**src/rtl/gci_pkg.sv**
```systemverilog
// Shared types and constants for the gradient colour interpolation unit.
// Used by the channel interfaces and every module of the block; no dependencies.
package gci_pkg;

    localparam int POS_BITS      = 16;
    localparam int COLOR_BITS    = 8;
    localparam int NUM_CH        = 4;
    localparam int COUNT_BITS    = 3;
    localparam int CFG_IDX_BITS  = 3;
    localparam int CFG_DATA_BITS = 48;

    // Blend numerator c0*(d-k) + c1*k is at most 255*65535, so 24 bits hold it.
    localparam int PROD_BITS = POS_BITS + COLOR_BITS;
    // Divider dividend 2*num + d.
    localparam int REM_BITS  = PROD_BITS + 1;
    localparam int QUOT_BITS = COLOR_BITS;

    localparam int QUEUE_DEPTH    = 4;
    localparam int QUEUE_PTR_BITS = 2;
    localparam int QUEUE_CNT_BITS = 3;

    // Configuration register indexes.
    localparam logic [CFG_IDX_BITS-1:0] REG_STOP_COUNT = 3'd0;
    localparam logic [CFG_IDX_BITS-1:0] REG_STOP_FIRST = 3'd1;

    // Channel lanes within a colour word, matching the stop register packing.
    localparam int CH_RED   = 3;
    localparam int CH_GREEN = 2;
    localparam int CH_BLUE  = 1;
    localparam int CH_ALPHA = 0;

    typedef logic [NUM_CH-1:0][COLOR_BITS-1:0] t_rgba;

    typedef struct packed {
        logic [POS_BITS-1:0] pos;
        t_rgba               color;
    } t_stop;

    // One classified item: blend weights, divisor and the two end colours.
    typedef struct packed {
        logic [POS_BITS-1:0] span;
        logic [POS_BITS-1:0] w_lo;
        logic [POS_BITS-1:0] w_hi;
        t_rgba               c_lo;
        t_rgba               c_hi;
        logic                color_valid;
    } t_job;

endpackage

```
**src/rtl/gci_if.sv**
```systemverilog
// Valid/ready channel interfaces of the gradient colour interpolation unit.
// Depends on gci_pkg for field widths.
interface gci_pos_if;
    logic                          valid;
    logic                          ready;
    logic [gci_pkg::POS_BITS-1:0]  position;

    modport source (output valid, output position, input ready);
    modport sink (input valid, input position, output ready);
endinterface


interface gci_cfg_if;
    logic                              valid;
    logic                              ready;
    logic [gci_pkg::CFG_IDX_BITS-1:0]  index;
    logic [gci_pkg::CFG_DATA_BITS-1:0] data;

    modport source (output valid, output index, output data, input ready);
    modport sink (input valid, input index, input data, output ready);
endinterface

```
**src/rtl/gci_front.sv**
```systemverilog
// Front end: configuration registers, and classification of each position beat
// into a blend job for the back end. Depends on gci_pkg and gci_if.
module gci_front #(
    parameter int MAX_STOPS = 6
) (
    input  logic          i_clk,
    input  logic          i_rst_n,
    gci_cfg_if.sink       i_cfg,
    gci_pos_if.sink       i_pos,
    input  logic          i_queue_full,
    output logic          o_push,
    output gci_pkg::t_job o_job
);

    logic [gci_pkg::COUNT_BITS-1:0] r_count;
    gci_pkg::t_stop                 r_stop [MAX_STOPS];

    logic [gci_pkg::COUNT_BITS-1:0] used;
    logic                           found;
    logic                           interp;
    gci_pkg::t_stop                 s_prev;
    gci_pkg::t_stop                 s_lo;
    gci_pkg::t_stop                 s_hi;
    gci_pkg::t_stop                 s_last;

    assign i_cfg.ready = 1'b1;

    always_ff @(posedge i_clk) begin
        if (!i_rst_n) begin
            r_count <= '0;
            for (int i = 0; i < MAX_STOPS; i++) begin
                r_stop[i] <= '0;
            end
        end else if (i_cfg.valid) begin
            if (i_cfg.index == gci_pkg::REG_STOP_COUNT) begin
                r_count <= i_cfg.data[gci_pkg::COUNT_BITS-1:0];
            end
            for (int i = 0; i < MAX_STOPS; i++) begin
                if (i_cfg.index == gci_pkg::CFG_IDX_BITS'(int'(gci_pkg::REG_STOP_FIRST) + i)) begin
                    r_stop[i] <= gci_pkg::t_stop'(i_cfg.data);
                end
            end
        end
    end

    assign used = (r_count > gci_pkg::COUNT_BITS'(MAX_STOPS))
                ? gci_pkg::COUNT_BITS'(MAX_STOPS) : r_count;

    // The first stop in use at or above the position is the upper stop and the
    // one scanned just before it the lower stop.
    always_comb begin
        found  = 1'b0;
        interp = 1'b0;
        s_prev = r_stop[0];
        s_lo   = r_stop[0];
        s_hi   = r_stop[0];
        s_last = r_stop[0];
        for (int i = 0; i < MAX_STOPS; i++) begin
            if (gci_pkg::COUNT_BITS'(i) < used) begin
                s_last = r_stop[i];
                if (!found && (r_stop[i].pos >= i_pos.position)) begin
                    found  = 1'b1;
                    interp = (i != 0);
                    s_lo   = s_prev;
                    s_hi   = r_stop[i];
                end
            end
            s_prev = r_stop[i];
        end
    end

    // A plain stop colour goes through the same blend with weights one and zero.
    always_comb begin
        o_job.color_valid = (used != '0);
        o_job.span        = gci_pkg::POS_BITS'(1);
        o_job.w_lo        = gci_pkg::POS_BITS'(1);
        o_job.w_hi        = '0;
        o_job.c_lo        = '0;
        o_job.c_hi        = '0;
        priority if (used == '0) begin
            o_job.c_lo = '0;
        end else if (!found) begin
            o_job.c_lo = s_last.color;
            o_job.c_hi = s_last.color;
        end else if (!interp) begin
            o_job.c_lo = s_hi.color;
            o_job.c_hi = s_hi.color;
        end else begin
            o_job.span = s_hi.pos - s_lo.pos;
            o_job.w_lo = s_hi.pos - i_pos.position;
            o_job.w_hi = i_pos.position - s_lo.pos;
            o_job.c_lo = s_lo.color;
            o_job.c_hi = s_hi.color;
        end
    end

    assign i_pos.ready = !i_queue_full;
    assign o_push      = i_pos.valid && !i_queue_full;

endmodule

```
**src/flat_wrapper.sv**
```systemverilog
// flat-port wrapper written by rule: the top's interface ports become plain ports
module gci_front_flat 
#(
    parameter int MAX_STOPS = 6
)
  (i_clk, i_rst_n, i_queue_full, o_push, o_job, i_cfg_valid, i_cfg_index, i_cfg_data, i_cfg_ready, i_pos_valid, i_pos_position, i_pos_ready);
  gci_cfg_if i_cfg_i ();
  gci_pos_if i_pos_i ();
  input  logic i_clk;
  input  logic i_rst_n;
  input  logic i_queue_full;
  output logic o_push;
  output gci_pkg::t_job o_job;
  input wire logic [$bits(i_cfg_i.valid)-1:0] i_cfg_valid;
  input wire logic [$bits(i_cfg_i.index)-1:0] i_cfg_index;
  input wire logic [$bits(i_cfg_i.data)-1:0] i_cfg_data;
  output wire logic [$bits(i_cfg_i.ready)-1:0] i_cfg_ready;
  input wire logic [$bits(i_pos_i.valid)-1:0] i_pos_valid;
  input wire logic [$bits(i_pos_i.position)-1:0] i_pos_position;
  output wire logic [$bits(i_pos_i.ready)-1:0] i_pos_ready;
  assign i_cfg_i.valid = i_cfg_valid;
  assign i_cfg_i.index = i_cfg_index;
  assign i_cfg_i.data = i_cfg_data;
  assign i_cfg_ready = i_cfg_i.ready;
  assign i_pos_i.valid = i_pos_valid;
  assign i_pos_i.position = i_pos_position;
  assign i_pos_ready = i_pos_i.ready;
  gci_front #(.MAX_STOPS(MAX_STOPS)) u_core (.i_clk(i_clk), .i_rst_n(i_rst_n), .i_cfg(i_cfg_i), .i_pos(i_pos_i), .i_queue_full(i_queue_full), .o_push(o_push), .o_job(o_job));
endmodule
```
**config.mk**
```make
export PLATFORM = sky130hd
export DESIGN_NAME = gci_front_flat
export DESIGN_NICKNAME = d
export VERILOG_FILES = /design/src/rtl/gci_pkg.sv /design/src/rtl/gci_if.sv /design/src/rtl/gci_front.sv /design/src/flat_wrapper.sv
export SDC_FILE = /design/constraint.sdc
export NUM_CORES = 1
export LEC_CHECK = 0
export CAP_MARGIN = 25
export CORE_UTILIZATION = 55
export CTS_CLUSTER_DIAMETER = 200
export DETAILED_ROUTE_END_ITERATION = 8
export DONT_BUFFER_PORTS = 1
export GPL_TIMING_DRIVEN = 0
export PLACE_DENSITY = 0.7
export SETUP_SLACK_MARGIN = 0.4
export SYNTH_ARGS = -nofsm -noshare
export SYNTH_HDL_FRONTEND = slang
export SYNTH_SLANG_ARGS = --single-unit
export TNS_END_PERCENT = 50
```
**constraint.sdc**
```tcl
create_clock -name i_clk -period 12.97 [get_ports i_clk]
set_input_delay 2.594 -clock i_clk [delete_from_list [all_inputs] [get_ports i_clk]]
set_output_delay 2.594 -clock i_clk [all_outputs]
set_load 0.01 [all_outputs]
```
## Yosys cells after proc, flatten, opt, wreduce, memory -nomap -nowiden

Memory sizes are Yosys's and may differ from the RTL's.
Cells that the tools add are included.

- Bitwise operators: 6
- Add/sub/neg operators: 3
- Equality and inequality tests: 6
- Multiplexer cells: 84
- Reduce and logical (&&, ||, !) cells: 16
- $lt $le $gt $ge: 13

Operator list:

| cell | number |
|---|---|
| $mux 48 | 27 |
| $mux 32 | 7 |
| $mux 64 | 2 |
| $ge 16x16->1 | 6 |
| $sub 16x16->16 | 3 |
| $mux 1 | 47 |
| $eq 3x3->1 const B | 3 |
| $eq 3x2->1 const B | 2 |
| $logic_and 1x1->1 | 6 |
| $logic_not 1->1 | 6 |
| $logic_not 3->1 | 2 |
| $lt 1x3->1 const A | 2 |
| $lt 2x3->1 const A | 2 |
| $lt 3x3->1 const A | 2 |
| $or 1x1->1 | 6 |
| $eq 3x1->1 const B | 1 |
| $gt 3x3->1 const B | 1 |
| $mux 3 | 1 |
| $reduce_bool 3->1 | 1 |
| $reduce_and 2->1 | 1 |

- Bits in registers: 3
- Word-level logic and storage cells: 130
- RAM bits: 288
- Memories: 1
- Input port bits: 72
- Output and inout port bits: 116

Memories:

| memory | words | width | read ports | clocked after Yosys merged registers in | write ports | RTL line | source |
|---|---|---|---|---|---|---|---|
| u_core.r_stop | 6 | 48 | 6 | 0 | 6 | gci_front.sv:16 | `gci_pkg::t_stop r_stop [MAX_STOPS];` |

## Logic depth before layout (Yosys ltp)

- Word-level depth: 28
- Mapped depth: 30
- Depth with buffers taken out: 28

## Worst setup path before layout

No wires, ideal clock.

- Path kind: input-to-output
- From: input i_pos_position[1]
- To: output o_job[111] in the netlist's numbering
- Arrival time: 7.914 ns
- Path buffers: 3
- Path slack: 2.462 ns
- Cell stages on the path: 29
- Data required time: 10.376 ns
- Cells stage by stage: inv_1 ha_1 o21ai_0 o21ai_1 a221o_1 o21ai_4 o211ai_1 a21oi_1 buf_2 buf_2 buf_1 a211oi_1 a211oi_1 a21oi_1 ha_1 fa_1 nor2b_1 o21ai_0 a21boi_0 o21ai_0 a21boi_0 o21ai_0 a21boi_0 o21ai_0 a21oi_1 a21o_1 a21oi_1 xor2_1 nor2_1

RTL lines:

| what | RTL line | source |
|---|---|---|
| start, declared | flat_wrapper.sv:19 | `input wire logic [$bits(i_pos_i.position)-1:0] i_pos_position;` |
| end, declared | flat_wrapper.sv:13 | `output gci_pkg::t_job o_job;` |

==> reports/results.tsv <==
metric	value	unit
status	complete, no violations	
setup ws final	0.793	ns
Inst Count DP	2828	
largest net degree at the start of global routing	25	
vias	19500	
post-cts sizing count	0	
CTS tree	yes	
non-filler cells, final	2886	
syn_nets	2515	
Clk pwr share	0.364	
Int Pwr	1.82	mW
class of the worst hold path	flop to flop	
Pleak	9.11	nW
initial antenna violation count	2	
maxcap violations	0	
# hold bufs at CTS	0	
commonest non-fill, non-tap cells in the layout	294 x and2_1, 291 x nor2_1, 288 x edfxtp_1	
Finish-stage setup viols	0	
gr ovfl total	0	
asr flop ratio synth	0	
synthesized flop and latch total	291	
critical path launch point type	primary input	
Worst Tran Pin Value	1.14	ns
final hold vios	0	
arrival time worst endpoint	9.58	ns
worst hold stages	5	
Post-synth EDFFs	288	
DIE WIDTH	200	um
Iteration-0 DRC Markers	2738	
Yosys cell types	73	
DR DRC count	0	
PwrDens	108	mW/mm2
Slowest cell on crit path	a2111oi_2	
sequential fraction of the synthesis area	0.404	
combinational share of power	0.187	
Mapped Area	0.0216	mm2
NetSw	0.747	mW
VDD IR max	0.106	mV
RSZ-0062 raised after global routing	true	
First-pass DRT Iterations	7	
synth top area cells	edfxtp_1 40%, and2_1 8.5%, ha_1 8.4%	
first-pass GRT wire length	113000	um
Overall Global Routing Usage	0.383	
post-CTS setup buffers	0	
Fmax	0.0821	GHz
die area	0.0400	mm2
Worst slew margin	0.239	
# H-tree levels	2	
worst setup path class	primary input to output pin	
Synth area leader	edfxtp_1	
final worst-path cycle share	0.939	
Power Total	2.56	mW
commonest non-fill, non-tap cell in the layout	and2_1	
sequential share of power	0.448	
CP Max Fanout	10	
Avg WL per Cell	27.0	um
Worst-Skew Late Latency	0.53	ns
post-synthesis cell count	2297	
vias in the first global route	18800	
average cell area after synthesis	9.39	um2
hpwl dp	56800	um
final core occ	0.613	
setup TNS	0	ns
ant diodes	0	
most common flop cell mapped by yosys	edfxtp_1	
I/O Pins	188	
RePlAce Congestion	0.973	
Die H	200	um
final wirelength	77900	um
CP max stage delay	0.51	ns
core box area	0.0386	mm2
max-slew violations	0	
dpl ws	0.502	ns
total CTS buffers	34	
worst r2r path cells	5	
CP required	10.38	ns
Row Count	72	
vias per inst	6.77	
sw frac	0.291	
Yosys Warn Count	0	
Clk pin slew, worst setup/hold paths	0.06	ns
top cell type's share of synthesized area	0.401	
Clock Skew	0	ns
Starting Density	0.558	
area grow syn2layout	9.75	%
post-route ant nets	0	
CTS Buffer Depth	3	
CTS Root Cell	clkbuf_16	
Tmin final	12.18	ns
Net count, final	2565	
CTS sink cnt	291	
layout cell share with drive strength beyond 1	0.0798	
Crit. End Element	output pin	
I/O Buffers	0	
## sequential cells by signal (all words and copies together), names as in the netlist
| signal | cells |
|---|---|
| u_core.r_count | 3 |
| u_core.r_stop | 288 |
## cell type report
| class | count | area, um2 |
|---|---|---|
| Fill cell | 3211 | 15000 |
| Sequential cell | 291 | 8710 |
| Timing Repair Buffer | 14 | 315 |
| Clock buffer | 41 | 898 |
| Inverter | 47 | 180 |
| Multi-Input combinational cell | 1803 | 12100 |
| Clock inverter | 16 | 138 |
| Tap cell | 518 | 648 |
| Buffer | 156 | 654 |
## metal layers
layer | up-vias | part of all wire | global-route usage
met1 | 9256 | 0.38 | 0.487
met4 | 0 | 0.049 | 0.185
met2 | 1440 | 0.44 | 0.600
met3 | 321 | 0.13 | 0.107
met5 | - | 0 | 0
li1 | 8530 | - | -
## power by group through the flow
stage / clock (mW) / sequential, mW / combinational (mW)
floorplan: 0 / 1.16 / 0.336
global placement: 0 / 1.17 / 0.434
detailed placement: 0 / 1.16 / 0.466
CTS: 0.924 / 1.15 / 0.468
global route: 0.956 / 1.15 / 0.525
finish: 0.934 / 1.15 / 0.481
## cell usage after synthesis, types with 15 or more instances
library cell	n
o21ai_0	124
nor3_1	19
o211ai_1	29
buf_1	15
nand3_1	15
a211oi_1	116
and2_1	294
buf_2	24
inv_1	45
a21o_1	21
nand2_1	121
nor2_1	291
xnor2_1	19
mux2i_1	124
a221oi_1	22
xor2_1	15
edfxtp_1	288
a21oi_1	253
mux2_2	30
clkbuf_1	113
o221a_2	26
ha_1	144
## per-stage QoR
step                      hold WS, ns  instance area [um2]
final                            1.67                23700
after global routing             1.64                23700
after CTS                        1.59                23600
after detailed placement         1.59                22600
after global placement           1.53                22200
after floorplan                  1.05                21600
## cell families (layout without fill, tap and decap cells)
logic type,count (synthesis),in the layout,share of synthesized area
and+or+nand+nor,797,797,0.183
adders and majority gates,146,146,0.0854
AOI/OAI and AO/OA,665,665,0.197
DFF,291,291,0.404
xor gates and xnor gates,34,34,0.0138
buffers and inverters,203,274,0.0376
other,1,1,0.000174
muxes,160,160,0.0795
## path summary, 6_finish.rpt
| path | start | end | slack (ns) |
|---|---|---|---|
| max | i_pos_position[9] | o_job[111] | 0.79 |
| min | u_core.r_count[0]$_SDFFE_PN0P_ | u_core.r_count[0]$_SDFFE_PN0P_ | 1.67 |
| max reg2reg | u_core.r_count[2]$_SDFFE_PN0P_ | u_core.r_count[2]$_SDFFE_PN0P_ | 10.14 |
| min reg2reg | u_core.r_count[0]$_SDFFE_PN0P_ | u_core.r_count[0]$_SDFFE_PN0P_ | 1.67 |
## critical path: cells and delay by family
| kind | cells | cell delay (ns) |
|---|---|---|
| compound gates | 18 | 3.75 |
| xor+xnor | 1 | 0.15 |
| fa+ha+maj | 3 | 1.03 |
| buf+inv | 4 | 1.24 |
| simple gates | 4 | 0.79 |
Note: power is estimated with default switching activity, not from simulation.
