### src/rtl/gci_pkg.sv
// Shared types and constants for the gradient colour interpolation unit.
// Used by the channel interfaces and every module of the block; no dependencies.
package gci_pkg;

    localparam int POS_BITS      = 16;
    localparam int COLOR_BITS    = 8;
    localparam int NUM_CH        = 4;
    localparam int COUNT_BITS    = 3;
    localparam int CFG_IDX_BITS  = 3;
    localparam int CFG_DATA_BITS = 48;

    // Blend numerator c0*(d-k) + c1*k is at most 255*65535, so 24 bits hold it.
    localparam int PROD_BITS = POS_BITS + COLOR_BITS;
    // Divider dividend 2*num + d.
    localparam int REM_BITS  = PROD_BITS + 1;
    localparam int QUOT_BITS = COLOR_BITS;

    localparam int QUEUE_DEPTH    = 4;
    localparam int QUEUE_PTR_BITS = 2;
    localparam int QUEUE_CNT_BITS = 3;

    // Configuration register indexes.
    localparam logic [CFG_IDX_BITS-1:0] REG_STOP_COUNT = 3'd0;
    localparam logic [CFG_IDX_BITS-1:0] REG_STOP_FIRST = 3'd1;

    // Channel lanes within a colour word, matching the stop register packing.
    localparam int CH_RED   = 3;
    localparam int CH_GREEN = 2;
    localparam int CH_BLUE  = 1;
    localparam int CH_ALPHA = 0;

    typedef logic [NUM_CH-1:0][COLOR_BITS-1:0] t_rgba;

    typedef struct packed {
        logic [POS_BITS-1:0] pos;
        t_rgba               color;
    } t_stop;

    // One classified item: blend weights, divisor and the two end colours.
    typedef struct packed {
        logic [POS_BITS-1:0] span;
        logic [POS_BITS-1:0] w_lo;
        logic [POS_BITS-1:0] w_hi;
        t_rgba               c_lo;
        t_rgba               c_hi;
        logic                color_valid;
    } t_job;

endpackage

### src/rtl/gci_if.sv


interface gci_color_if #(
    parameter int CHANNEL_BITS = 8
);
    logic                    valid;
    logic                    ready;
    logic [CHANNEL_BITS-1:0] red;
    logic [CHANNEL_BITS-1:0] green;
    logic [CHANNEL_BITS-1:0] blue;
    logic [CHANNEL_BITS-1:0] alpha;
    logic                    color_valid;

    modport source (output valid, output red, output green, output blue, output alpha,
                    output color_valid, input ready);
    modport sink (input valid, input red, input green, input blue, input alpha,
                  input color_valid, output ready);
endinterface


### src/rtl/gci_back.sv
// Back end: blend numerator per channel, then a restoring divider pipeline
// that yields one quotient bit per stage. Depends on gci_pkg and gci_if.
module gci_back #(
    parameter int CHANNEL_BITS = 8
) (
    input  logic          i_clk,
    input  logic          i_rst_n,
    input  logic          i_valid,
    input  gci_pkg::t_job i_job,
    output logic          o_ready,
    gci_color_if.source   o_color
);

    localparam int NSTG = gci_pkg::QUOT_BITS + 1;
    localparam int LAST = gci_pkg::QUOT_BITS;

    // Stage 0 forms the dividend, stages 1..LAST each settle one quotient bit.
    logic                             r_vld  [NSTG];
    logic [gci_pkg::POS_BITS-1:0]     r_span [NSTG];
    logic                             r_cv   [NSTG];
    logic [gci_pkg::REM_BITS-1:0]     r_rem  [NSTG][gci_pkg::NUM_CH];
    logic [gci_pkg::QUOT_BITS-1:0]    r_q    [1:LAST][gci_pkg::NUM_CH];
    logic [gci_pkg::REM_BITS-1:0]     n_rem0 [gci_pkg::NUM_CH];
    logic                             en;

    assign en      = !r_vld[LAST] || o_color.ready;
    assign o_ready = en;

    // Dividend is 2*(c0*(d-k) + c1*k) + d and divisor 2*d, which rounds half up.
    always_comb begin
        for (int ch = 0; ch < gci_pkg::NUM_CH; ch++) begin
            n_rem0[ch] = {gci_pkg::PROD_BITS'(i_job.c_lo[ch]) * gci_pkg::PROD_BITS'(i_job.w_lo)
                        + gci_pkg::PROD_BITS'(i_job.c_hi[ch]) * gci_pkg::PROD_BITS'(i_job.w_hi),
                          1'b0}
                       + gci_pkg::REM_BITS'(i_job.span);
        end
    end

    always_ff @(posedge i_clk) begin
        if (!i_rst_n) begin
            r_vld[0] <= 1'b0;
        end else if (en) begin
            r_vld[0] <= i_valid;
        end
    end

    always_ff @(posedge i_clk) begin
        if (en) begin
            r_span[0] <= i_job.span;
            r_cv[0]   <= i_job.color_valid;
            for (int ch = 0; ch < gci_pkg::NUM_CH; ch++) begin
                r_rem[0][ch] <= n_rem0[ch];
            end
        end
    end

    for (genvar s = 1; s < NSTG; s++) begin : g_div
        localparam int J = gci_pkg::QUOT_BITS - s;
        logic [gci_pkg::REM_BITS-1:0]  dsh;
        logic [gci_pkg::QUOT_BITS-1:0] q_in [gci_pkg::NUM_CH];

        assign dsh = gci_pkg::REM_BITS'({r_span[s-1], 1'b0}) << J;

        if (s == 1) begin : g_first
            always_comb begin
                for (int ch = 0; ch < gci_pkg::NUM_CH; ch++) begin
                    q_in[ch] = '0;
                end
            end
        end else begin : g_next
            always_comb begin
                for (int ch = 0; ch < gci_pkg::NUM_CH; ch++) begin
                    q_in[ch] = r_q[s-1][ch];
                end
            end
        end

        always_ff @(posedge i_clk) begin
            if (!i_rst_n) begin
                r_vld[s] <= 1'b0;
            end else if (en) begin
                r_vld[s] <= r_vld[s-1];
            end
        end

        always_ff @(posedge i_clk) begin
            if (en) begin
                r_span[s] <= r_span[s-1];
                r_cv[s]   <= r_cv[s-1];
                for (int ch = 0; ch < gci_pkg::NUM_CH; ch++) begin
                    if (r_rem[s-1][ch] >= dsh) begin
                        r_rem[s][ch] <= r_rem[s-1][ch] - dsh;
                        r_q[s][ch]   <= q_in[ch] | (gci_pkg::QUOT_BITS'(1) << J);
                    end else begin
                        r_rem[s][ch] <= r_rem[s-1][ch];
                        r_q[s][ch]   <= q_in[ch];
                    end
                end
            end
        end
    end

    assign o_color.valid       = r_vld[LAST];
    assign o_color.color_valid = r_cv[LAST];
    assign o_color.red         = CHANNEL_BITS'(r_q[LAST][gci_pkg::CH_RED]);
    assign o_color.green       = CHANNEL_BITS'(r_q[LAST][gci_pkg::CH_GREEN]);
    assign o_color.blue        = CHANNEL_BITS'(r_q[LAST][gci_pkg::CH_BLUE]);
    assign o_color.alpha       = CHANNEL_BITS'(r_q[LAST][gci_pkg::CH_ALPHA]);

`ifndef SYNTHESIS
    a_zero_invalid : assert property (@(posedge i_clk) disable iff (!i_rst_n)
        o_color.valid && !o_color.color_valid |->
            (o_color.red == '0) && (o_color.green == '0) &&
            (o_color.blue == '0) && (o_color.alpha == '0))
        else $error("colour not zero without stops");

    a_span_nonzero : assert property (@(posedge i_clk) disable iff (!i_rst_n)
        r_vld[0] |-> (r_span[0] != '0))
        else $error("zero divisor entered the divider");

    a_rem_bound : assert property (@(posedge i_clk) disable iff (!i_rst_n)
        r_vld[LAST] |->
            (r_rem[LAST][0] < gci_pkg::REM_BITS'({r_span[LAST], 1'b0})) &&
            (r_rem[LAST][1] < gci_pkg::REM_BITS'({r_span[LAST], 1'b0})) &&
            (r_rem[LAST][2] < gci_pkg::REM_BITS'({r_span[LAST], 1'b0})) &&
            (r_rem[LAST][3] < gci_pkg::REM_BITS'({r_span[LAST], 1'b0})))
        else $error("divider remainder not below divisor");
`endif

endmodule

### src/flat_wrapper.sv
// flat-port wrapper written by rule: the top's interface ports become plain ports
module gci_back_flat 
#(
    parameter int CHANNEL_BITS = 8
)
  (i_clk, i_rst_n, i_valid, i_job, o_ready, o_color_valid, o_color_red, o_color_green, o_color_blue, o_color_alpha, o_color_color_valid, o_color_ready);
  gci_color_if #(.CHANNEL_BITS(CHANNEL_BITS)) o_color_i ();
  input  logic i_clk;
  input  logic i_rst_n;
  input  logic i_valid;
  input  gci_pkg::t_job i_job;
  output logic o_ready;
  output wire logic [$bits(o_color_i.valid)-1:0] o_color_valid;
  output wire logic [$bits(o_color_i.red)-1:0] o_color_red;
  output wire logic [$bits(o_color_i.green)-1:0] o_color_green;
  output wire logic [$bits(o_color_i.blue)-1:0] o_color_blue;
  output wire logic [$bits(o_color_i.alpha)-1:0] o_color_alpha;
  output wire logic [$bits(o_color_i.color_valid)-1:0] o_color_color_valid;
  input wire logic [$bits(o_color_i.ready)-1:0] o_color_ready;
  assign o_color_valid = o_color_i.valid;
  assign o_color_red = o_color_i.red;
  assign o_color_green = o_color_i.green;
  assign o_color_blue = o_color_i.blue;
  assign o_color_alpha = o_color_i.alpha;
  assign o_color_color_valid = o_color_i.color_valid;
  assign o_color_i.ready = o_color_ready;
  gci_back #(.CHANNEL_BITS(CHANNEL_BITS)) u_core (.i_clk(i_clk), .i_rst_n(i_rst_n), .i_valid(i_valid), .i_job(i_job), .o_ready(o_ready), .o_color(o_color_i));
endmodule
### config.mk
export PLATFORM = sky130hd
export DESIGN_NAME = gci_back_flat
export DESIGN_NICKNAME = d
export VERILOG_FILES = /design/src/rtl/gci_pkg.sv /design/src/rtl/gci_if.sv /design/src/rtl/gci_back.sv /design/src/flat_wrapper.sv
export SDC_FILE = /design/constraint.sdc
export NUM_CORES = 2
export LEC_CHECK = 0
export BUFFER_PORTS_ARGS = -buffer_cell sky130_fd_sc_hd__buf_2
export CAP_MARGIN = 20
export CELL_PAD_IN_SITES_DETAIL_PLACEMENT = 1
export CELL_PAD_IN_SITES_GLOBAL_PLACEMENT = 2
export CORE_MARGIN = 2
export CORE_UTILIZATION = 43
export DETAILED_ROUTE_END_ITERATION = 16
export PLACE_DENSITY_LB_ADDON = 0.15
export REMOVE_ABC_BUFFERS = 1
export SLEW_MARGIN = 10
export SYNTH_ARGS = -nofsm -noshare
export SYNTH_HDL_FRONTEND = slang
export SYNTH_SLANG_ARGS = --single-unit
### constraint.sdc
create_clock -name i_clk -period 33.3 [get_ports i_clk]
set_input_delay 3.33 -clock i_clk [delete_from_list [all_inputs] [get_ports i_clk]]
set_output_delay 3.33 -clock i_clk [all_outputs]
set_load 0.02 [all_outputs]
---- After elaboration in Yosys (flattened, before gate mapping) ----
Memories as Yosys holds them, arrays and structs flattened.
Cells that the tools add are included.
Widths: inputs -> output; s select.
storage, ports and cells
  register bits after elaboration ......... 0
  bits in writable memories ............... 1318
  input bits .............................. 117
  output and inout port bits .............. 35
  memories kept ........................... 5
memories
  memory         depth  bits a word  read ports  clocked after memory_dff  wr ports  RTL line        text
  u_core.r_rem   9      100          8           0                         9         gci_back.sv:21  logic [gci_pkg::REM_BITS-1:0] r_rem [NSTG][gci_pkg::NUM_CH];
  u_core.r_q     8      32           8           0                         8         gci_back.sv:22  logic [gci_pkg::QUOT_BITS-1:0] r_q [1:LAST][gci_pkg::NUM_CH];
  u_core.r_span  9      16           8           0                         9         gci_back.sv:19  logic [gci_pkg::POS_BITS-1:0] r_span [NSTG];
  u_core.r_cv    9      1            9           0                         9         gci_back.sv:20  logic r_cv [NSTG];
  u_core.r_vld   9      1            9           0                         9         gci_back.sv:18  logic r_vld [NSTG];
cells by class
  add/sub/neg operators ................... 40
  multipliers ............................. 8
  order comparisons ....................... 32
  muxes and demuxes ....................... 270
  bitwise gates (word level) .............. 73
  reductions and logical operators ........ 2
operators with widths
  kind              count
  $mux 25           32
  $mux 8            32
  $mux 1            206
  $mul 8x16->24     8
  $add 25x16->25    4
  $ge 25x17->1      4
  $ge 25x18->1      4
  $ge 25x19->1      4
  $ge 25x20->1      4
  $ge 25x21->1      4
  $ge 25x22->1      4
  $ge 25x23->1      4
  $ge 25x24->1      4
  $sub 25x17->25    4
  $sub 25x18->25    4
  $sub 25x19->25    4
  $sub 25x20->25    4
  $sub 25x21->25    4
  $sub 25x22->25    4
  $sub 25x23->25    4
  $sub 25x24->25    4
  $add 24x24->24    4
  $or 1x1->1        73
  $logic_not 1->1   1
  $logic_or 1x1->1  1

---- Logic depth before layout (Yosys ltp) ----
An unclocked memory read counts as a cell.
  depth in word-level cells ............... 7
  depth in mapped cells ................... 31
  mapped depth without buffers ............ 30

---- Worst setup path after synthesis ----
No wires, ideal clock.
  path kind ............................... input-to-reg
  start point ............................. input port o_color_ready
  end point ............................... memory u_core.r_vld[0] (data pin)
  arrival ................................. 27661 ps
  setup slack ............................. 5353 ps
  stages on the path ...................... 5
  path buffers ............................ 2
  cell sequence ........................... nor2b_1 clkbuf_1 inv_1 clkbuf_1 and3_1
RTL lines
  item             RTL line            text
  start, declared  flat_wrapper.sv:19  input wire logic [$bits(o_color_i.ready)-1:0] o_color_ready;
  end, declared    gci_back.sv:18

==> impl_metrics.toml <==
[outcome]
outcome = "finished clean"

[setup_path]
critPathCaptureType = "flip-flop"
cp.arrival_ns = 10.53
crit_fanout = 32
path_class = "input port to flip-flop"
worst_path_max_delay_cell = "buf_2"
slowest_delay_ns = 0.69
crit_chain = "buf_2 > nand2_1 > fa_1 > fa_1 > inv_1 > fa_1 > fa_1 > fa_1 > fa_1 > ha_1 > nand2_1 > a21oi_1 > a211oi_1 > xnor2_1 > ha_1 > nand3_1 > a211oi_1 > nor4_1 > o21ai_1 > a21oi_1 > o21ai_1 > a221o_1 > nor3b_2 > xnor2_1"
required_ns = 33.81
path_common_cell = "fa_1"
cp-start-kind = "input port"

[floorplan]
io_pins = 152
die_area_um2 = 227800
die_w_um = 477.3
fp.dieH_um = 477.3
floorplan.initialDensity_pct = 43.28
std_cell_rows = 173
core_um2 = 222500

[place]
place_inst = 12510
place_congestion = 0.9346
pre_cts_slack_ns = 22.26
hpwl_mm = 239.2
port-buffer-count = 151

[logic_synthesis]
netlist_instances = 9570
ys_top_cells_by_area = "edfxtp_1 33%, fa_1 18%, ha_1 11%"
yosysTopAreaCellShare_pct = 33.18
ys_seq_area_share_pct = 33.20
synth_area_um2 = 96300
syn_avg_cell_area_um2 = 10.06
synth_area_leader_cell = "edfxtp_1"
synthArstFlopShare_pct = 0
synth_edf_count = 1064
ys_types = 102
ys_ff_latch = 1065
yosys_warnings = 0
synth_ff_type = "edfxtp_1"

[grt]
grt_first_pass_wirelength_mm = 447.9
overflow = 0
grt_max_degree = 159
grt_pass1_vias = 74260
gr-usage-all-layers_pct = 25.67
antenna_found_initial = 12

[sta]
relSlewSlack_pct = 31.57
tightest_slew_ns = 1.026
skew_ns = 0.03508
slew_violations = 0
tns_ns = 0
period_minus_slack_ns = 10.02
finalSetupViolCount = 0
grt_setup_unrepaired = "no"
setup_slack_ns = 23.28
max_freq_ghz = 0.09981
fin_crit_sh_pct = 30.09
finalHoldViolCount = 0

[cells_and_area]
final_util_pct = 46.87
syn_to_final_growth_pct = 8.286
final_nets = 11480
stdcell_count = 12720
multiInputGateArea_um2 = 58280
nFillCells = 24780
layout-drive-gt1-share_pct = 5.517
seq_area_um2 = 31970

[run]
max-cap-violations = 0

[cts]
cts_tree = "yes"
clock_latency_ns = 0.76
numClockSinks = 1065
cts_root_buffer = "clkbuf_16"
cts_max_path_buffers = 3
clk_pin_slew_ns = 0.06
cts-hold-fix-buffers = 0
numCtsBuffers = 111
postCtsSetupRepairBufs = 0
cts_resized = 0
cts_max_level = 3

[route]
viasPerCell = 5.355
drc_errors = 0
antenna_left = 0
wl_per_cell_um = 23.15
drt-total-wl_mm = 294.4
dr.first_iter.drc_count = 3090
first_pass_iters = 7
vias = 68110

[hold_path]
hold_path_class = "flip-flop to flip-flop"
-- routing by layer --
metal	vias up	global-route usage, %	wire length (um)
li1	32420	-	-
met2	1064	47.33	151700
met5	-	0	46
met3	473	2.101	7632
met1	34140	29.45	117600
met4	10	13.55	17450
-- cells in the final DEF (no fill, tap or decap), types with 24 or more instances in the layout --
cell	n
o21a_1	62
mux2i_1	28
nor4_1	58
o21ai_0	376
nand2_1	1075
a21boi_0	51
fa_1	864
o21bai_1	43
xor2_1	219
or3_1	32
nand4_1	80
nand3_1	133
mux2_2	51
nor2b_1	109
or2_2	24
edfxtp_1	1064
o31ai_1	50
buf_4	70
a31oi_1	36
a21oi_1	534
o211ai_1	27
a21o_1	232
buf_2	151
a211oi_1	28
ha_1	856
nand2b_1	102
nor2_1	477
inv_1	1363
and3_1	43
o21ai_1	54
clkbuf_16	114
nor3_1	119
xnor2_1	367
and2_1	449
-- layout make-up --
type	instances	share of cell area [%]
antenna	10	0.02400
clock buffer	131	2.797
clock inverter	71	0.8291
inverter	1369	4.942
multi-input combinational	6873	55.88
sequential	1065	30.66
tap	2975	3.569
timing repair buffer	225	1.301
-- flip-flops by register name, indices dropped and copies added (netlist names) --
name	flops
u_core.r_cv	9
u_core.r_q	144
u_core.r_rem	775
u_core.r_span	128
u_core.r_vld	9
-- synth_stat cells, types with 110 or more instances --
cell type	number
nor3_1	119
nand3_1	133
inv_1	1365
and2_1	449
a21oi_1	536
nor2b_1	110
nand2_1	1075
o21ai_0	376
ha_1	856
a21o_1	232
xor2_1	219
edfxtp_1	1064
clkbuf_1	233
fa_1	864
nor2_1	479
xnor2_1	367
-- stage by stage --
stage	hold WS [ns]	cell area, um2
after floorplan	0.4003	95270
after global placement	0.4004	100400
after detailed placement	0.4052	100500
after CTS	0.4117	104200
after global routing	0.4207	104300
final	0.4147	104300
-- worst max-delay path: cells and delay by family --
| kind | cells | cell delay, ns |
|---|---|---|
| compound gates | 7 | 1.30 |
| xor+xnor | 2 | 0.37 |
| fa+ha+maj | 8 | 3.67 |
| simple gates | 5 | 1.07 |
| buf+inv | 2 | 0.74 |
-- logic make-up (layout without fill, tap and decap cells) --
logic type                 Yosys count  in the layout  share of synthesized area, %
adders and majority gates         1720           1720                         29.08
buffers and inverters             1632           1796                         6.406
and+or+nand+nor                   2808           2808                         14.14
muxes                               79             79                        0.8874
xor gates and xnor gates           586            586                         5.329
AOI/OAI and AO/OA                 1680           1680                         10.96
DFF                               1065           1065                         33.20
other                                0             10                             0
-- worst paths after layout --
path | start | to | slack, ns | cells after the start
worst max-delay path | i_job[72] | u_core.r_rem[0][24] | 23.28 | 24
worst max register to register | u_core.r_span[0][33] | u_core.r_rem[3][72] | 28.48 | 13
worst min register to register | u_core.r_q[0][251] | u_core.r_q[0][283] | 0.41 | 0
worst min-delay path | u_core.r_q[0][251] | u_core.r_q[0][283] | 0.41 | 0
Power is not shown: default switching activity piles up to over one toggle a cycle in this logic, so the estimate is an artifact.
