==> src/rtl/gci_pkg.sv <==
// Shared types and constants for the gradient colour interpolation unit.
// Used by the channel interfaces and every module of the block; no dependencies.
package gci_pkg;

    localparam int POS_BITS      = 16;
    localparam int COLOR_BITS    = 8;
    localparam int NUM_CH        = 4;
    localparam int COUNT_BITS    = 3;
    localparam int CFG_IDX_BITS  = 3;
    localparam int CFG_DATA_BITS = 48;

    // Blend numerator c0*(d-k) + c1*k is at most 255*65535, so 24 bits hold it.
    localparam int PROD_BITS = POS_BITS + COLOR_BITS;
    // Divider dividend 2*num + d.
    localparam int REM_BITS  = PROD_BITS + 1;
    localparam int QUOT_BITS = COLOR_BITS;

    localparam int QUEUE_DEPTH    = 4;
    localparam int QUEUE_PTR_BITS = 2;
    localparam int QUEUE_CNT_BITS = 3;

    // Configuration register indexes.
    localparam logic [CFG_IDX_BITS-1:0] REG_STOP_COUNT = 3'd0;
    localparam logic [CFG_IDX_BITS-1:0] REG_STOP_FIRST = 3'd1;

    // Channel lanes within a colour word, matching the stop register packing.
    localparam int CH_RED   = 3;
    localparam int CH_GREEN = 2;
    localparam int CH_BLUE  = 1;
    localparam int CH_ALPHA = 0;

    typedef logic [NUM_CH-1:0][COLOR_BITS-1:0] t_rgba;

    typedef struct packed {
        logic [POS_BITS-1:0] pos;
        t_rgba               color;
    } t_stop;

    // One classified item: blend weights, divisor and the two end colours.
    typedef struct packed {
        logic [POS_BITS-1:0] span;
        logic [POS_BITS-1:0] w_lo;
        logic [POS_BITS-1:0] w_hi;
        t_rgba               c_lo;
        t_rgba               c_hi;
        logic                color_valid;
    } t_job;

endpackage

==> src/rtl/gci_queue.sv <==
// Short job queue between the front end and the blend pipeline.
// Depends on gci_pkg for the job type and queue sizing.
module gci_queue (
    input  logic          i_clk,
    input  logic          i_rst_n,
    input  logic          i_push,
    input  gci_pkg::t_job i_job,
    output logic          o_full,
    output logic          o_valid,
    input  logic          i_ready,
    output gci_pkg::t_job o_job
);

    gci_pkg::t_job                      r_mem [gci_pkg::QUEUE_DEPTH];
    logic [gci_pkg::QUEUE_PTR_BITS-1:0] r_wr;
    logic [gci_pkg::QUEUE_PTR_BITS-1:0] r_rd;
    logic [gci_pkg::QUEUE_CNT_BITS-1:0] r_count;
    logic                               pop;

    assign o_full  = (r_count == gci_pkg::QUEUE_CNT_BITS'(gci_pkg::QUEUE_DEPTH));
    assign o_valid = (r_count != '0);
    assign pop     = o_valid && i_ready;
    assign o_job   = r_mem[r_rd];

    always_ff @(posedge i_clk) begin
        if (!i_rst_n) begin
            r_wr    <= '0;
            r_rd    <= '0;
            r_count <= '0;
        end else begin
            if (i_push) begin
                r_wr <= r_wr + 1'b1;
            end
            if (pop) begin
                r_rd <= r_rd + 1'b1;
            end
            r_count <= r_count + gci_pkg::QUEUE_CNT_BITS'(i_push)
                     - gci_pkg::QUEUE_CNT_BITS'(pop);
        end
    end

    always_ff @(posedge i_clk) begin
        if (i_push) begin
            r_mem[r_wr] <= i_job;
        end
    end

`ifndef SYNTHESIS
    a_count_bound : assert property (@(posedge i_clk) disable iff (!i_rst_n)
        r_count <= gci_pkg::QUEUE_CNT_BITS'(gci_pkg::QUEUE_DEPTH))
        else $error("queue count beyond depth");

    a_no_push_full : assert property (@(posedge i_clk) disable iff (!i_rst_n)
        o_full |-> !i_push)
        else $error("push into a full queue");

    a_push_shows : assert property (@(posedge i_clk) disable iff (!i_rst_n)
        (r_count == '0) && i_push |=> o_valid)
        else $error("pushed job not visible at the head");
`endif

endmodule

==> config.mk <==
export PLATFORM = sky130hd
export DESIGN_NAME = gci_queue
export DESIGN_NICKNAME = d
export VERILOG_FILES = /design/src/rtl/gci_pkg.sv /design/src/rtl/gci_queue.sv
export SDC_FILE = /design/constraint.sdc
export NUM_CORES = 1
export LEC_CHECK = 0
export ABC_AREA = 1
export BUFFER_PORTS_ARGS = -buffer_cell sky130_fd_sc_hd__buf_2
export CAP_MARGIN = 20
export CORE_MARGIN = 3
export CORE_UTILIZATION = 45
export DETAILED_ROUTE_END_ITERATION = 10
export PLACE_DENSITY = 0.78
export SYNTH_ARGS = -nofsm -noshare
export SYNTH_HDL_FRONTEND = slang
export SYNTH_SLANG_ARGS = --single-unit
==> constraint.sdc <==
create_clock -name i_clk -period 3.4 [get_ports i_clk]
set_input_delay 0.34 -clock i_clk [delete_from_list [all_inputs] [get_ports i_clk]]
set_output_delay 0.34 -clock i_clk [all_outputs]
set_load 0.05 [all_outputs]
# Word level (Yosys, flattened, before mapping)
# Memories as Yosys holds them, arrays and structs flattened. A register that Yosys moved wholly into a read port is not among the register bits.
# Cells that the tools add are included.
[word_totals] regBits=7 ram_bits=452 inputBits=117 elab_cells=15 memories=1
[mem_list] name="r_mem" depth=4 width=113 read_ports=1 rd_ports_with_merged_regs=1 write_ports=1 line_no="gci_queue.sv:14" text="gci_pkg::t_job r_mem [gci_pkg::QUEUE_DEPTH];"
[classes] addsub=4 eq_ne=1 mux=4 reduce_logical=2
[op_table] cell="$add 2x1->2 const B" count=2
[op_table] cell="$mux 2" count=2
[op_table] cell="$add 3x1->3" count=1
[op_table] cell="$eq 3x3->1 const B" count=1
[op_table] cell="$reduce_bool 3->1" count=1
[op_table] cell="$sub 3x1->3" count=1
[op_table] cell="$mux 1" count=2
[op_table] cell="$logic_and 1x1->1" count=1

# Longest topological paths before layout
# Gate-level depths: netlist of run 1.
[depth] ltp_word=4 ltp_mapped=9 mapped_depth_nobuf=9

# Worst setup path after synthesis of run 1
# OpenSTA, ideal clock, no wires.
[synth_path] path_kind="register to register" start="register r_wr[0] (netlist bit)" end="memory r_mem[2][0] (netlist bit), enable pin" setup_ps=466 arrival_ps=2768 slack_ps=166 path_stages_with_launch=5 period_less_slack_ps=3234 cell_sequence="dfxtp_1 -> inv_1 -> ha_1 -> nand2_1 -> inv_1"
[synth_lines] element="start, declared" line_no="gci_queue.sv:15" text="logic [gci_pkg::QUEUE_PTR_BITS-1:0] r_wr;"
[synth_lines] element="start signal, assigned" line_no="gci_queue.sv:32" text="r_wr <= r_wr + 1'b1;"
[synth_lines] element="end, declared" line_no="gci_queue.sv:14"
# Straight into the memory's write port.

==> metrics.md, run 1 <==
| Metric | Value |
|---|---|
| Status | finished, final reports clean |
| Vias per inst | 5.41 |
| Slew Limit Fails | 0 |
| Psw | 0.00571 W |
| Final count of hold timing violations | 0 |
| Post-route DRC | 0 |
| Initial antenna violation count | 2 |
| Storage cell area | 13,800 µm² |
| Register area share after synthesis | 0.801 |
| Hold_sp | i_job[51] |
| Die extent in x | 201 µm |
| Worst-path clk slew | 60 ps |
| Final min period | 2830 ps |
| PortBufs | 231 |
| Clock Latency Late Sink | 560 ps |
| RD Place Congestion | 0.720 |
| Hold buffer count at CTS | 112 |
| Depth of the CTS H-tree | 2 |
| Io pins | 232 |
| CTS Buffer Depth | 3 |
| Largest delay contributor family on the critical path | buffers and inverters |
| Final Setup Violations | 0 |
| Synth area leaders | edfxtp_1 (79%), o21ai_0 (5.8%), nor2_1 (5.1%) |
| Crit path launch type | flip-flop |
| # rows | 70 |
| VDD IR max | 0.738 mV |
| Die area | 40,500 µm² |
| Post-route insts no fill | 2,021 |
| Ys async rst share | 0 |
| Core area | 37,100 µm² |
| Die Y | 201 µm |
| Post-CTS Setup Inserts | 0 |
| Worst r2r src | r_wr[0]$_SDFFE_PN0P_ |
| YS warnings | 0 |
| Worst-Margin Slew | 956 ps |
| Signal arrival time at the worst endpoint | 2490 ps |
| Cell depth of the worst flop-to-flop path | 5 |
| Vias | 10,900 |
| Post-DP HPWL | 20,600 µm |
| Min-delay worst type | input pin to flip-flop |
| Switching part of the total | 0.360 |
| Starting DRT DRC Count | 902 |
| Routed Antenna Nets | 0 |
| Final WL | 39,800 µm |
| Area grow syn2layout | 23.7% |
| Number of synthesized register bits | 461 |
| Worst path cell trace | buf_12 -> o21ai_0 -> o22ai_1 -> buf_2 |
| Hold path cells | 1 |
| Reg2reg setup slack | 1440 ps |
| Wire per inst | 19.7 µm |
| Required @ worst endpoint | 3060 ps |
| Clk sink count | 461 |
| Total CTS buffers | 45 |
| Fin Setup TNS | 0 ps |
| Seq pwr share | 0.416 |
| Vias in the first global route | 11,300 |
| Distinct cell type count after synthesis | 20 |
| Number of buffer and inverter stages on the critical path | 2 |
| Clock skew | 7.65 ps |
| Share of cells above drive strength 1 | 0.206 |
| GRT overflow | 0 |
| Post-synth top area share | 0.790 |
| Unrepaired setup endpoints after global routing | no |
| Crit path capture type | primary output |
| TritonCTS clock tree | yes |
| Post-synth top flop | edfxtp_1 |
| Syn avg cell area | 14.9 µm² |
| DR pass1 iterations | 5 |
| Overall routing resource usage | 0.195 |
| Clock share of power | 0.287 |
| Rel. slew slack | 0.363 |
| Count leader, synth | edfxtp_1 |
| Footprint of the multi-input gates | 2910 µm² |
| Static leakage | 7.47 nW |
| Post-synth EDFFs | 452 |
| First-pass GRT wire length | 62,500 µm |
| Crit-path max FO | 226 |
| Crit-path max cell delay | 600 ps |
| Pwr/cell area | 746 nW/µm² |
| Fill count | 2,855 |
| Resized Gates After CTS | 0 |
| Post-Syn Instances | 1,153 |
| Placed Instances | 1,832 |
| Synth Net Count | 1,277 |
| Largest net degree at the start of global routing | 227 |
| Initial Util | 0.462 |
| Max Cap Viol | 0 |
| CP Class | flip-flop to primary output |
| Design internal power | 0.0101 W |
| Root Buffer | clkbuf_16 |
| Hold worst-path end | r_mem[2][51]$_DFFE_PP_ |
| Comb pwr share | 0.298 |
| Period utilization | 0.832 |
| FF-to-FF End | r_mem[0][111]$_DFFE_PP_ |
| Cell taking the most area after synthesis | edfxtp_1 |
| Slowest CP cell | buf_12 |
| Final #Nets | 1,611 |
| Max frequency | 353 MHz |
| Commonest cells in the netlist | edfxtp_1 (452), nor2_1 (232), o21ai_0 (198) |
| Netlist Area Pre-Place | 17,200 µm² |
-- cell usage in the layout (no fill, tap or decap), types with 2 or more instances in the layout --
cell type / netlist / final
clkbuf_8: 0 / 3
nand2_1: 14 / 14
clkinv_1: 0 / 7
o21ai_1: 30 / 30
buf_2: 15 / 231
inv_4: 0 / 4
o21ai_0: 198 / 198
ha_1: 6 / 6
dfxtp_1: 9 / 7
dlygate4sd3_1: 0 / 112
clkbuf_1: 37 / 13
clkinv_2: 0 / 7
inv_1: 15 / 11
buf_12: 0 / 12
nand3_1: 2 / 2
clkbuf_16: 0 / 45
a21oi_1: 5 / 5
dfxtp_4: 0 / 2
o22ai_1: 113 / 113
nor2_1: 232 / 232
buf_4: 4 / 5
edfxtp_1: 452 / 452
-- through the flow --
step	area, µm²	util	setup slack, ps	hold slack [ps]	power (W)
finish	21200	0.572	570	30.4	0.0159
floorplan	17200	-	166	433	0.0102
global route	21200	0.572	403	7.43	0.0165
CTS	21200	0.572	554	3.79	0.0159
detailed placement	18800	0.507	1190	478	0.0113
global placement	18800	0.507	1220	460	0.0112
-- kinds of logic after synthesis --
group,share of synthesized area
AOI/OAI and AO/OA,0.110
adders and majority gates,0.00554
and+or+nand+nor,0.0544
buffers and inverters,0.0296
DFF,0.801
-- power groups by stage --
stage | Combinational, W | Clock [W] | Sequential (W)
after floorplan | 0.00350 | 0 | 0.00671
after global placement | 0.00451 | 0 | 0.00669
after detailed placement | 0.00460 | 0 | 0.00670
after CTS | 0.00472 | 0.00463 | 0.00659
after global routing | 0.00502 | 0.00489 | 0.00661
final | 0.00472 | 0.00454 | 0.00659
-- worst max-delay path by stage --
stage	endpoint	cells after the start
2_1_floorplan	r_mem[2][0]$_DFFE_PP_	4
3_3_place_gp	o_job[62]	4
3_5_place_dp	o_job[31]	4
4_1_cts	o_job[40]	4
5_1_grt	o_job[57]	4
6_report	o_job[63]	4
-- layer usage --
metal,vias to the layer above,GRT usage,wire length [µm]
li1,5014,-,-
met1,5405,0.243,15900
met2,442,0.330,19600
met3,65,0.0618,3510
met4,2,0.0576,758
met5,-,0,13
-- registers in the layout (all words and copies together) (netlist names), named ones only --
signal / cells
r_mem: 452
r_wr: 2
r_count: 3
r_rd: 2
-- layout make-up --
| type | count | share of cell area |
|---|---|---|
| Antenna cell | 1 | 0.000118 |
| Clock buffer | 61 | 0.0572 |
| Clock inverter | 15 | 0.00442 |
| Inverter | 17 | 0.00377 |
| Multi-Input combinational cell | 602 | 0.137 |
| Sequential cell | 461 | 0.648 |
| Tap cell | 504 | 0.0297 |
| Timing Repair Buffer | 360 | 0.120 |
-- worst register-to-register path: stages, from the launching register on --
cell     delay (ps)
dfxtp_1         330
inv_1           120
ha_1            160
nand2_1          80
inv_4           450
buf_4           480
(Power assumes the default switching activity.)
==> run 2: changes to the inputs <==
Clock period 3.4 ns to 2.27 ns, I/O delays scaled along.
==> metrics.md, run 2 (synthesized netlist as in run 1, its figures left out) <==
| Metric | Value |
|---|---|
| Max frequency | 446 MHz |
| Depth of the CTS H-tree | 2 |
| Root Buffer | clkbuf_16 |
| Most frequent cells in the layout | edfxtp_1 (452), nor2_1 (232), o21ai_0 (171) |
| Largest Register | r_mem |
| Commonest non-fill, non-tap cell in the layout | edfxtp_1 |
| Initial Util | 0.462 |
| Layout Utilization | 0.605 |
| Final count of hold timing violations | 0 |
| Pwr/cell area | 1150 nW/µm² |
| Signal arrival time at the worst endpoint | 2010 ps |
| GRT overflow | 0 |
| Area grow syn2layout | 30.8% |
| Final Setup Violations | 0 |
| Post-Place Setup Slack | 321 ps |
| CTS Buffer Depth | 3 |
| Die area | 40,500 µm² |
| Final #Nets | 1,648 |
| Routed Antenna Nets | 0 |
| DR pass1 iterations | 5 |
| # rows | 70 |
| Vias | 11,500 |
| First-pass GRT wire length | 65,400 µm |
| Unrepaired setup endpoints after global routing | yes |
| Final min period | 2240 ps |
| Required @ worst endpoint | 2040 ps |
| Storage cell area | 13,800 µm² |
| Total CTS buffers | 47 |
| Share of cells above drive strength 1 | 0.232 |
| Initial antenna violation count | 2 |
| Post-DP HPWL | 21,500 µm |
| Status | finished, final reports clean |
| Overall routing resource usage | 0.206 |
| Post-route DRC | 0 |
| PortBufs | 231 |
| Static leakage | 7.96 nW |
| Max Cap Viol | 0 |
| Io pins | 232 |
| Core area | 37,100 µm² |
| Starting DRT DRC Count | 996 |
| Die extent in x | 201 µm |
| Crit path launch type | flip-flop |
| Die Y | 201 µm |
| Footprint of the multi-input gates | 2960 µm² |
| Clk sink count | 461 |
| VDD IR max | 1.01 mV |
| Worst-Margin Slew | 410 ps |
| Period utilization | 0.987 |
| Fill count | 2,689 |
| Max reg flops | 452 |
| Crit-path max FO | 38 |
| RD Place Congestion | 0.750 |
| Rel. slew slack | 0.727 |
| Clock Latency Late Sink | 570 ps |
| Worst-path clk slew | 60 ps |
| CP Class | flip-flop to primary output |
| Wire per inst | 21.9 µm |
| Reg2reg setup slack | 530 ps |
| Top Registers | r_mem x452, r_count x3 |
| Setup slack after layout | 29.0 ps |
| Min-delay worst type | input pin to flip-flop |
| Slew Limit Fails | 0 |
| Vias per inst | 5.56 |
| Vias in the first global route | 11,700 |
| Crit path capture type | primary output |
| TritonCTS clock tree | yes |
| Largest net degree at the start of global routing | 70 |
| Final WL | 45,200 µm |
| Clock skew | 14.8 ps |
[run 2: changes by cell type in the layout (fill, tap and decap cells not counted), moves of 11 or more]
cell       delta
clkbuf_16    +11
clkbuf_4     +13
buf_4        +61
buf_2        -72
buf_16       +14
o21ai_1      +25
o21ai_0      -27
[run 2: critical path, stage by stage, from the launching register on]
cell     delay [ps]
dfxtp_4         400
buf_12          180
buf_16          200
o21ai_0         110
o22ai_1         280
buf_4           270
[run 2: power by group]
| group | leakage (nW) | internal (W) | switching, W |
|---|---|---|---|
| logic | 3.02 | 0.00249 | 0.00598 |
| registers | 4.23 | 0.00976 | 0.000126 |
| clock network | 0.708 | 0.00440 | 0.00305 |
[run 2: layer usage]
metal | share of wire | vias up | global-route usage
met4 | 0.019 | 0 | 0.0673
li1 | - | 5115 | -
met1 | 0.39 | 5646 | 0.264
met2 | 0.50 | 648 | 0.351
met5 | 0 | - | 0
met3 | 0.093 | 73 | 0.0456
[run 2: repair_timing]
action,in CTS,in global routing
setup endpoints to repair,112,84
hold buffers,115,0
endpoints found under the hold margin,460,0
pin swaps,1,6
buffers inserted,3,3
gates cloned,6,9
gates resized for setup,72,72
[run 2: through the flow]
| stage | hold slack (ps) | area, µm² | instances | power [W] | TNS (ps) |
|---|---|---|---|---|---|
| 2_1_floorplan | 320 | 17200 | 1153 | 0.0153 | -171220 |
| 3_3_place_gp | 435 | 19000 | 1843 | 0.0169 | 0 |
| 3_5_place_dp | 442 | 19000 | 1843 | 0.0171 | 0 |
| 4_1_cts | 18.9 | 22100 | 2051 | 0.0253 | -64.4 |
| 5_1_grt | 66.9 | 22500 | 2065 | 0.0268 | -188 |
| 6_report | 47.4 | 22500 | 2065 | 0.0258 | 0 |
[run 2: final timing paths]
check,startpoint,endpoint,depth (start not counted)
worst max-delay path,flip-flop,o_job[41],5
worst min-delay path,i_push,r_wr[0]$_SDFFE_PN0P_,3
worst max register to register,r_count[1]$_SDFF_PN0_,r_count[2]$_SDFF_PN0_,8
worst min register to register,r_rd[0]$_SDFFE_PN0P_,r_rd[0]$_SDFFE_PN0P_,2
[run 2: final cells by class]
class,instances,share of cell area
Clock inverter,18,0.00802
Clock buffer,66,0.0574
Inverter,17,0.00501
Antenna cell,2,0.000223
Timing Repair Buffer,392,0.155
Sequential cell,461,0.613
Tap cell,504,0.0281
Timing Repair inverter,3,0.00162
Multi-Input combinational cell,602,0.132
==> run 3: changes to the inputs <==
Settings changed: GPL_TIMING_DRIVEN set to 0.
==> metrics.md, run 3 (synthesized netlist as in run 1, its figures left out) <==
| Metric | Value |
|---|---|
| Initial antenna violation count | 1 |
| Die Y | 201 µm |
| Min-delay worst type | input pin to flip-flop |
| Static leakage | 8.69 nW |
| Hold path cells | 3 |
| FF-to-FF End | r_mem[2][96]$_DFFE_PP_ |
| Period utilization | 1.04 |
| Required @ worst endpoint | 2040 ps |
| GRT overflow | 0 |
| Final count of hold timing violations | 0 |
| Clk sink count | 461 |
| Final min period | 2350 ps |
| Failing checks | negative setup slack |
| Slew Limit Fails | 0 |
| CTS Buffer Depth | 3 |
| Total CTS buffers | 46 |
| TritonCTS clock tree | yes |
| Starting DRT DRC Count | 1,038 |
| RD Place Congestion | 0.745 |
| Routed Antenna Nets | 0 |
| Vias in the first global route | 12,300 |
| Rel. slew slack | 0.286 |
| Io pins | 232 |
| Top Registers | r_mem x452, r_count x3 |
| Fill count | 2,515 |
| Final Setup Violations | 26 |
| Worst-path clk slew | 60 ps |
| Root Buffer | clkbuf_16 |
| Commonest non-fill, non-tap cell in the layout | edfxtp_1 |
| Status | finished, violations left |
| Crit path capture type | primary output |
| Die area | 40,500 µm² |
| Depth of the CTS H-tree | 2 |
| Initial Util | 0.462 |
| Max frequency | 425 MHz |
| PortBufs | 231 |
| Setup slack after layout | -80.7 ps |
| Most frequent cells in the layout | edfxtp_1 (452), nor2_1 (194), o21ai_0 (143) |
| Reg2reg setup slack | 100 ps |
| Signal arrival time at the worst endpoint | 2120 ps |
| Post-Layout Inst Area | 24,100 µm² |
| Hold worst-path end | r_wr[1]$_SDFFE_PN0P_ |
| Overall routing resource usage | 0.228 |
| Pwr/cell area | 1170 nW/µm² |
| Clock skew | 16.9 ps |
| Worst-Margin Slew | 1070 ps |
| VDD IR max | 1.01 mV |
| Clock Latency Late Sink | 580 ps |
| DR pass1 iterations | 6 |
| Hold_sp | i_push |
| Crit path launch type | flip-flop |
| Unrepaired setup endpoints after global routing | yes |
| Final #Nets | 1,712 |
| Cell depth of the worst flop-to-flop path | 4 |
| Placed Instances | 1,900 |
| Largest net degree at the start of global routing | 38 |
| Area grow syn2layout | 40.5% |
| Largest Register | r_mem |
| DP Area | 19,200 µm² |
| Post-route DRC | 0 |
| Max Cap Viol | 0 |
| Vias | 12,000 |
| Crit-path max FO | 8 |
| Die extent in x | 201 µm |
| Core area | 37,100 µm² |
| Worst r2r src | r_wr[0]$_SDFFE_PN0P_ |
| # rows | 70 |
| First-pass GRT wire length | 71,200 µm |
| Final WL | 50,500 µm |
| Post-DP HPWL | 25,700 µm |
| Post-route insts no fill | 2,129 |
| CP Class | flip-flop to primary output |
| Post-Place Setup Slack | -159 ps |
| Vias per inst | 5.62 |
| Share of cells above drive strength 1 | 0.356 |
| Wire per inst | 23.7 µm |
| Max reg flops | 452 |
==> run 3: cell types whose count changed in the layout (fill, tap and decap cells not counted), moves of 30 or more <==
cell	delta
o22ai_1	-68
buf_6	+68
buf_2	-37
nor2_1	-38
o21ai_2	+30
o22ai_2	+68
==> run 3: routing by layer <==
metal	up-vias	GRT usage	part of all wire
li1	5246	-	-
met1	5990	0.284	0.37
met2	623	0.400	0.52
met3	100	0.0479	0.080
met4	0	0.0723	0.031
met5	-	0	0
==> run 3: final cells by class <==
type                       count  area [µm²]  share of cell area
sequential                   461       13800               0.570
timing repair inverter         2        10.0            0.000415
multi-input combinational    602        3700               0.153
clock inverter                28         335              0.0139
antenna                        1        2.50            0.000104
clock buffer                  56        1220              0.0506
buffer                        71         752              0.0312
tap                          504         631              0.0261
inverter                      17        91.3             0.00379
timing repair buffer         387        3620               0.150
==> run 3: how the worst max path moves through the flow <==
stage	start	to	slack, ps	cells past startpoint
final	flip-flop	o_job[25]	-80	8
after global routing	flip-flop	o_job[25]	-120	8
after CTS	flip-flop	o_job[60]	-120	9
after detailed placement	r_wr[0]$_SDFFE_PN0P_	r_mem[2][55]$_DFFE_PP_	-160	6
after global placement	r_wr[0]$_SDFFE_PN0P_	r_mem[0][71]$_DFFE_PP_	-1780	4
after floorplan	r_wr[0]$_SDFFE_PN0P_	r_mem[0][0]$_DFFE_PP_	-390	4
==> run 3: metrics by stage <==
| stage | total power [W] | TNS (ps) | utilization | hold WS, ps |
|---|---|---|---|---|
| after floorplan | 0.0153 | -171220 | - | 320 |
| after global placement | 0.0173 | -787470 | 0.511 | 437 |
| after detailed placement | 0.0175 | -3930 | 0.518 | 443 |
| after CTS | 0.0271 | -3350 | 0.624 | 19.2 |
| after global routing | 0.0291 | -3730 | 0.650 | 50.4 |
| final | 0.0282 | -565 | 0.650 | 36.6 |
==> run 3: power by group <==
part	total (W)	switching (W)	internal, W
sequential	0.00989	0.000128	0.00976
clock	0.00790	0.00317	0.00473
combinational	0.0104	0.00670	0.00370
total	0.0282	0.0100	0.0182
==> run 3: what timing repair did <==
action	4_1_cts	5_1_grt
endpoints found under the hold margin	461	0
resized for setup	274	270
setup endpoints to repair	150	111
cloned	10	8
pin swaps	52	59
setup buffers	15	2
hold buffers	115	0
==> run 3: critical path, stage by stage, from the launching register on <==
cell,delay (ps)
dfxtp_4,360
buf_12,150
inv_12,80
buf_12,130
buf_12,160
buf_8,150
o21ai_2,80
o22ai_2,220
buf_6,200
